File: config.mk
export PLATFORM = sky130hd
export DESIGN_NAME = adfe_queue
export DESIGN_NICKNAME = d
export VERILOG_FILES = /design/src/rtl/adfe_pkg.sv /design/src/rtl/adfe_queue.sv
export SDC_FILE = /design/constraint.sdc
export NUM_CORES = 1
export LEC_CHECK = 0
export BUFFER_PORTS_ARGS = -buffer_cell sky130_fd_sc_hd__buf_2
export CORE_ASPECT_RATIO = 1.4
export CORE_MARGIN = 8
export CORE_UTILIZATION = 55
export CTS_CLUSTER_SIZE = 12
export DETAILED_ROUTE_END_ITERATION = 16
export PLACE_DENSITY_LB_ADDON = 0.15
export SLEW_MARGIN = 40
export SYNTH_ARGS = -nofsm -noshare
export SYNTH_HDL_FRONTEND = slang
export SYNTH_SLANG_ARGS = --single-unit
File: constraint.sdc
create_clock -name clk -period 28.2 [get_ports clk]
set_input_delay 0 -clock clk [delete_from_list [all_inputs] [get_ports clk]]
set_output_delay 0 -clock clk [all_outputs]
set_load 0.03 [all_outputs]
File: src/rtl/adfe_pkg.sv
// Shared types and constants for the audio ducking fade envelope engine.
// No dependencies; every file but the interfaces and the checker imports this package.
package adfe_pkg;

  localparam int MAX_MOTIONS = 16;
  localparam int IDX_W       = $clog2(MAX_MOTIONS);
  localparam int CNT_W       = $clog2(MAX_MOTIONS + 1);
  localparam int LEV_W       = 24;
  localparam int DIV_STEPS   = 23;
  localparam int DCNT_W      = $clog2(DIV_STEPS);
  localparam logic [LEV_W-1:0] FULL_LEVEL = 24'd6553600;
  localparam logic [6:0] MAX_PERCENT = 7'd100;
  localparam logic signed [15:0] DELAY_REUSE = -16'sd1;
  localparam int Q_DEPTH = 2;
  localparam int Q_PTR_W = 1;

  typedef enum logic [1:0] {
    CMD_START = 2'd0,
    CMD_STOP  = 2'd1,
    CMD_CLAIM = 2'd2,
    CMD_TICK  = 2'd3
  } cmd_t;

  typedef enum logic [2:0] {
    PH_DELAY_IN  = 3'd0,
    PH_FADE_DOWN = 3'd1,
    PH_HOLD      = 3'd2,
    PH_DELAY_OUT = 3'd3,
    PH_FADE_UP   = 3'd4,
    PH_REMOVE    = 3'd5
  } phase_t;

  typedef struct packed {
    cmd_t               command;
    logic [15:0]        voice_id;
    logic [31:0]        asset_id;
    logic               is_effect;
    logic               policy_found;
    logic signed [15:0] fade_in_delay;
    logic signed [15:0] fade_out_delay;
    logic [14:0]        fade_in_duration;
    logic [14:0]        fade_out_duration;
    logic [6:0]         target_percent;
    logic [15:0]        delta_t;
  } item_t;

  typedef struct packed {
    logic  valid;
    item_t item;
  } q_entry_t;

  typedef struct packed {
    logic [15:0]        voice;
    phase_t             phase;
    logic [LEV_W-1:0]   level;
    logic signed [23:0] slope;
    logic [31:0]        elapsed;
    logic signed [15:0] wait_in;
    logic signed [15:0] wait_out;
    logic [14:0]        len_in;
    logic [14:0]        len_out;
    logic [6:0]         target;
  } slot_t;

endpackage

File: src/rtl/adfe_queue.sv
// Two-entry queue between the front end and the motion engine.
// Depends on adfe_pkg.
module adfe_queue (
  input  logic               clk,
  input  logic               rst,
  input  adfe_pkg::q_entry_t push,
  output logic               full,
  output adfe_pkg::q_entry_t head,
  input  logic               pop
);
  import adfe_pkg::*;

  item_t              mem [Q_DEPTH];
  logic [Q_PTR_W-1:0] wr_ptr;
  logic [Q_PTR_W-1:0] rd_ptr;
  logic [Q_PTR_W:0]   fill;

  assign full       = (fill == (Q_PTR_W+1)'(Q_DEPTH));
  assign head.valid = (fill != '0);
  assign head.item  = mem[rd_ptr];

  always_ff @(posedge clk) begin
    if (rst) begin
      wr_ptr <= '0;
      rd_ptr <= '0;
      fill   <= '0;
    end else begin
      if (push.valid) begin
        mem[wr_ptr] <= push.item;
        wr_ptr      <= wr_ptr + 1'b1;
      end
      if (pop) rd_ptr <= rd_ptr + 1'b1;
      fill <= fill + (Q_PTR_W+1)'(push.valid) - (Q_PTR_W+1)'(pop);
    end
  end

endmodule

==> impl_metrics.json, run 1 <==
{
  "synth_edf_count": 274,
  "status": "completed",
  "comb_power_share_pct": 14.1,
  "grt-ovfl-total": 0,
  "cp.required_ns": 28.20,
  "final.setup_skew_ns": 0.0164,
  "critPathLaunchType": "flip-flop",
  "hpwl_mm": 14.4,
  "drt-vias-per-instance": 5.07,
  "whs_ns": 0.204,
  "yosysSeqAreaShare_pct": 81.7,
  "yosysUniqueCellTypes": 14,
  "drcViolationCount": 0,
  "cap_violations": 0,
  "tritoncts": "built",
  "routedWlPerCell_um": 19.9,
  "synth_area_leaders": "edfxtp_1, mux2_2, clkbuf_8",
  "synth.largest_area_cell": "edfxtp_1",
  "dr_total_vias": 5826,
  "switching_share_pct": 23.5,
  "switchingPower_uw": 219,
  "path_cells": "buf_12 -> buf_6 -> mux2_2 -> buf_2",
  "n_fill_cell": 1060,
  "cp_slowest_cell": "dfxtp_4",
  "yosys-top-cells-count": "edfxtp_1, mux2_2, clkbuf_8",
  "synth_area_um2": 10200,
  "hold_path_startpoint": "push[119]",
  "clk_path_buf_depth": 3,
  "p_int_uw": 713,
  "crit_type": "reg2out",
  "yosys_warnings": 0,
  "start_util_pct": 55.4,
  "grt_pass1_wl_mm": 34.8,
  "ant_nets": 0,
  "core_um2": 18400,
  "post-route-period-util_pct": 9.54,
  "worst_pin_slew_ns": 0.765,
  "antenna_found_initial": 3,
  "clock_latency_ns": 0.52,
  "pwr-share-clk_pct": 34.4,
  "num_rows": 59,
  "cts-root-buf": "clkbuf_16",
  "finalSetupViolations": 0,
  "crit_path_max_fanout": 77,
  "first_iter_violations": 314,
  "synth-main-ff-cell": "edfxtp_1",
  "synth_nets": 590,
  "r2r-start": "wr_ptr",
  "p_total_uw": 932,
  "synth.avg_cell_area_um2": 22.8,
  "area_growth_pct": 37.5,
  "seqPwrFrac_pct": 51.5,
  "fmax_mhz": 372,
  "ys_async_sr_fraction_pct": 0,
  "min_path_type": "in2reg",
  "drt-pass1-iter-count": 4,
  "htree_num_levels": 1,
  "synth-seq-cells": 279,
  "setup.worst_path.end_class": "primary output",
  "worstPathArrival_ns": 2.69,
  "die_x_um": 131,
  "grt_use_total_pct": 19.6,
  "yosysTopAreaCellShare_pct": 80.8,
  "multi_input_area_um2": 1670,
  "routed_wl_mm": 22.9,
  "clk_pin_slew_ns": 0.06,
  "ff_latch_area_um2": 8330,
  "io_buffers": 279,
  "min_period_ns": 2.69,
  "p_leak_uw": 0.00525,
  "nNetsFinal": 1032,
  "power_density_nw_per_um2": 66.5,
  "rsz0062_at_grt": "false",
  "cts.sinks": 279,
  "die_h_um": 177,
  "cpPeakStageDelay_ns": 0.61,
  "synth_cells": 447,
  "peakVddDrop_mv": 0.0588,
  "die_area_um2": 23200,
  "max-slew-margin-rel_pct": 49.0,
  "postCtsResizedCells": 0,
  "cp_num_buf_inv": 3,
  "synth_most_common_cell": "edfxtp_1",
  "drive_gt1_share_pct": 50.8,
  "io_pins": 280,
  "cts_buffers": 27,
  "grt_pass1_vias": 6603,
  "setup_tns_ns": 0,
  "grt_max_degree": 78,
  "slew_violations": 0,
  "place.gp.congestion": 0.727,
  "hold_violations": 0,
  "cp_top_family": "buffers and inverters"
}
[state kept, by name, indices dropped and copies added (netlist names), named ones only]
register and flops:
mem 274, fill 2, rd_ptr 1, wr_ptr 1
[path summary, 6_finish.rpt]
| check | to | slack (ns) | depth (start not counted) |
|---|---|---|---|
| min | mem[1][119] | 0.20 | 2 |
| max reg2reg | mem[0][15] | 26.01 | 3 |
| min reg2reg | flip-flop | 0.53 | 2 |
| max | head[58] | 25.51 | 4 |
[layout make-up]
cell class	count	share of cell area (%)
Sequential cell	279	59.5
Clock buffer	38	5.12
Timing Repair Buffer	428	20.9
Clock inverter	3	0.313
Antenna cell	3	0.0536
Tap cell	244	2.18
Multi-Input combinational cell	151	11.9
Inverter	2	0.0536
[timing repair]
action,in CTS,in global routing
buffers inserted,0,0
hold buffers,141,0
endpoints found under the hold margin,279,0
[cells in the final DEF (no fill, tap or decap), drive strengths merged, types with 2 or more instances in the layout]
cell / count
buf: 287
clkbuf: 38
dfxtp: 5
diode: 3
dlygate4sd3: 141
edfxtp: 274
ha: 2
inv: 3
mux2: 137
nor2: 4
nor2b: 2
xnor2: 2
[metrics by stage]
step / setup WS [ns] / instances / instance area, um^2 / util, %
floorplan: 17.17 / 447 / 10200 / -
global placement: 25.63 / 960 / 11700 / 63.9
detailed placement: 25.97 / 962 / 11800 / 64.3
CTS: 25.43 / 1144 / 14000 / 76.1
global route: 25.37 / 1148 / 14000 / 76.2
finish: 25.51 / 1148 / 14000 / 76.2
[routing by layer]
| metal | up-vias | share of wire (%) | GRT usage [%] |
|---|---|---|---|
| li1 | 2666 | - | - |
| met1 | 2868 | 35 | 21.3 |
| met2 | 243 | 53 | 35.0 |
| met5 | - | 0 | 0 |
| met4 | 0 | 2.8 | 7.63 |
| met3 | 49 | 8.8 | 5.70 |
[power groups by stage]
stage / Sequential, uW / Combinational [uW] / Clock, uW
final: 480 / 131 / 321
after global routing: 481 / 139 / 343
after CTS: 482 / 129 / 327
after detailed placement: 490 / 112 / 0
after global placement: 489 / 110 / 0
after floorplan: 490 / 80.3 / 0
[kinds of logic (layout without fill, tap and decap cells)]
logic type               after synthesis  after routing  synth area share, %
XOR/XNOR                               3              3                0.393
adder cells (fa/ha/maj)                2              2                0.246
buffers and inverters                 17            471                 1.98
flip-flops                           279            279                 81.7
multiplexers                         137            137                 15.1
other                                  0              3                    0
AND/OR/NAND/NOR                        9              9                0.491
[worst reg2reg max path, stage by stage (launching register included)]
cell,delay (ns)
dfxtp_1,0.35
nor3b_2,0.26
buf_4,0.51
buf_6,0.67
(Power assumes the default switching activity.)
==> inputs of run 2 (changes only) <==
ABC_AREA = 1   (was not set)
CORE_UTILIZATION = 47   (was 55)
clock period = 2.29 ns   (was 28.2 ns; I/O delays follow)
==> run 2 against run 1 <==
Core utilization fell by 11 points. Largest cell class unchanged. Critical path type unchanged. Die area rose by 15%. Non-clock buffer count up 6.
==> impl_metrics.json, run 2 <==
{
  "status": "completed",
  "regMostFlops": "mem",
  "clock_latency_ns": 0.51,
  "synth-seq-cells": 279,
  "die_h_um": 190,
  "grt_max_degree": 92,
  "wl_met3_mm": 1.61,
  "cts-root-buf": "clkbuf_16",
  "synth_cells": 458,
  "largest_reg_flops": 274,
  "synth.largest_area_cell": "edfxtp_1",
  "grt_use_total_pct": 17.0,
  "cp_slowest_cell": "dfxtp_4",
  "drcViolationCount": 0,
  "drive_gt1_share_pct": 50.4,
  "die_x_um": 140,
  "grt-ovfl-total": 0,
  "final_cell_mix": "buf_2, edfxtp_1, dlygate4sd3_1",
  "grt_pass1_vias": 6551,
  "routedWlPerCell_um": 19.7,
  "cp.required_ns": 2.29,
  "ys_async_sr_fraction_pct": 0,
  "min_period_ns": 2.06,
  "clk_pin_slew_ns": 0.06,
  "peakVddDrop_mv": 0.635,
  "min_path_type": "in2reg",
  "synth-main-ff-cell": "edfxtp_1",
  "post-route-period-util_pct": 90.0,
  "synth_area_um2": 10200,
  "cpPeakStageDelay_ns": 0.64,
  "tritoncts": "built",
  "io_pins": 280,
  "io_buffers": 279,
  "area_growth_pct": 38.6,
  "clk_path_buf_depth": 3,
  "crit_type": "reg2out",
  "fmax_mhz": 485,
  "cts.sinks": 279,
  "place.gp.congestion": 0.709,
  "yosysUniqueCellTypes": 13,
  "path_cells": "buf_4 -> mux2_2 -> buf_2",
  "fin_cells": 1183,
  "routed.top_layer": "met4",
  "yosysTopAreaCellShare_pct": 80.7,
  "m1WireLength_mm": 8.44,
  "yosys-top-cells-count": "edfxtp_1, mux2_2, clkbuf_8",
  "finalSetupViolations": 0,
  "routed_wl_mm": 23.3,
  "ant_nets": 0,
  "worst_pin_slew_ns": 0.562,
  "hpwl_mm": 14.9,
  "antenna_found_initial": 1,
  "final.setup_skew_ns": 0.00703,
  "p_leak_uw": 0.00531,
  "max-slew-margin-rel_pct": 62.4,
  "critPathLaunchType": "flip-flop",
  "cap_violations": 0,
  "n_fill_cell": 1499,
  "nNetsFinal": 1049,
  "drt-pass1-iter-count": 4,
  "layout_commonest_cell": "buf_2",
  "yosysSeqAreaShare_pct": 81.7,
  "dr_total_vias": 5803,
  "drt-vias-per-instance": 4.91,
  "die_area_um2": 26700,
  "synth_nets": 601,
  "cts_buffers": 27,
  "start_util_pct": 47.3,
  "synth_most_common_cell": "edfxtp_1",
  "synth_edf_count": 274,
  "wl_met2_mm": 12.8,
  "num_rows": 64,
  "hold_violations": 0,
  "slew_violations": 0,
  "reg_top3": "mem: 274 flops, fill: 2 flops",
  "postCtsSetupBuffers": 0,
  "synth.avg_cell_area_um2": 22.3,
  "p_total_uw": 11300,
  "htree_num_levels": 1,
  "synth_area_leaders": "edfxtp_1, mux2_2, clkbuf_8",
  "crit_path_max_fanout": 31,
  "grt_pass1_wl_mm": 35.7,
  "rsz0062_at_grt": "false",
  "postCtsResizedCells": 0,
  "yosys_warnings": 0,
  "power_density_nw_per_um2": 800,
  "setup.worst_path.end_class": "primary output",
  "dp.cells": 1000,
  "worstPathArrival_ns": 2.06,
  "first_iter_violations": 282,
  "core_um2": 21500
}
## run 2: changes by cell type in the layout (fill, tap and decap cells not counted), sizes merged, moves of 2 or more
cell	before	now
diode	3	1
nor2b	2	0
clkbuf	38	40
nand2	0	6
a21oi	0	2
nor2	4	6
inv	3	8
buf	287	293
## run 2: worst paths after layout
path | from | endpoint | slack (ns) | depth (start not counted)
worst min-delay path | push[99] | mem[0][99] | 0.21 | 2
worst max register to register | wr_ptr | mem[1][8] | 0.74 | 3
worst min register to register | wr_ptr | wr_ptr | 0.47 | 2
worst max-delay path | flip-flop | head[125] | 0.23 | 3
## run 2: cell families after synthesis
kind of cell    count (synthesis)  share of synthesized area, %
flops                         279                          81.7
compound gates                  2                        0.0982
simple gates                   14                         0.540
mux                           137                          15.1
fa+ha+maj                       2                         0.245
buf+inv                        23                          2.20
xor+xnor                        1                        0.0859
## run 2: cell type report
class | count | area (um^2) | area share (%)
timing repair buffer | 434 | 3040 | 21.5
antenna | 1 | 2.50 | 0.0177
clock buffer | 40 | 734 | 5.20
inverter | 8 | 30.0 | 0.212
multi-input combinational | 156 | 1660 | 11.7
sequential | 279 | 8330 | 59.0
tap | 264 | 330 | 2.34
clock inverter | 1 | 3.75 | 0.0266
## run 2: power breakdown
| part | internal, uW | switching (uW) | total, uW |
|---|---|---|---|
| logic | 668 | 910 | 1580 |
| clock network | 2180 | 1680 | 3860 |
| registers | 5810 | 60.3 | 5870 |
| total | 8650 | 2650 | 11300 |
## run 2: metal layers
metal  GRT usage, %  vias to the layer above
met5              0                        -
met4           4.98                        0
met2           32.1                      180
li1               -                     2694
met3           4.64                       33
met1           18.3                     2896
## run 2: timing repair
item,in CTS,in global routing
endpoints found under the hold margin,279,0
hold buffers,141,0
endpoints found under the setup margin,0,0
## run 2: worst max-delay path, delay by kind of cell (launching register included)
kind     cells  cell delay, ns
buf+inv      2            0.51
flops        1            0.64
mux          1            0.38
## run 2: metrics by stage
step	hold WS [ns]	worst slack (ns)	area, um^2	setup TNS, ns	util, %
2_1_floorplan	0.0617	-1.79	10200	-329.54	-
3_3_place_gp	0.187	0.708	12000	0	55.6
3_5_place_dp	0.191	0.716	12000	0	55.6
4_1_cts	0.187	0.176	14100	0	65.6
5_1_grt	0.194	0.131	14100	0	65.6
6_report	0.214	0.228	14100	0	65.6
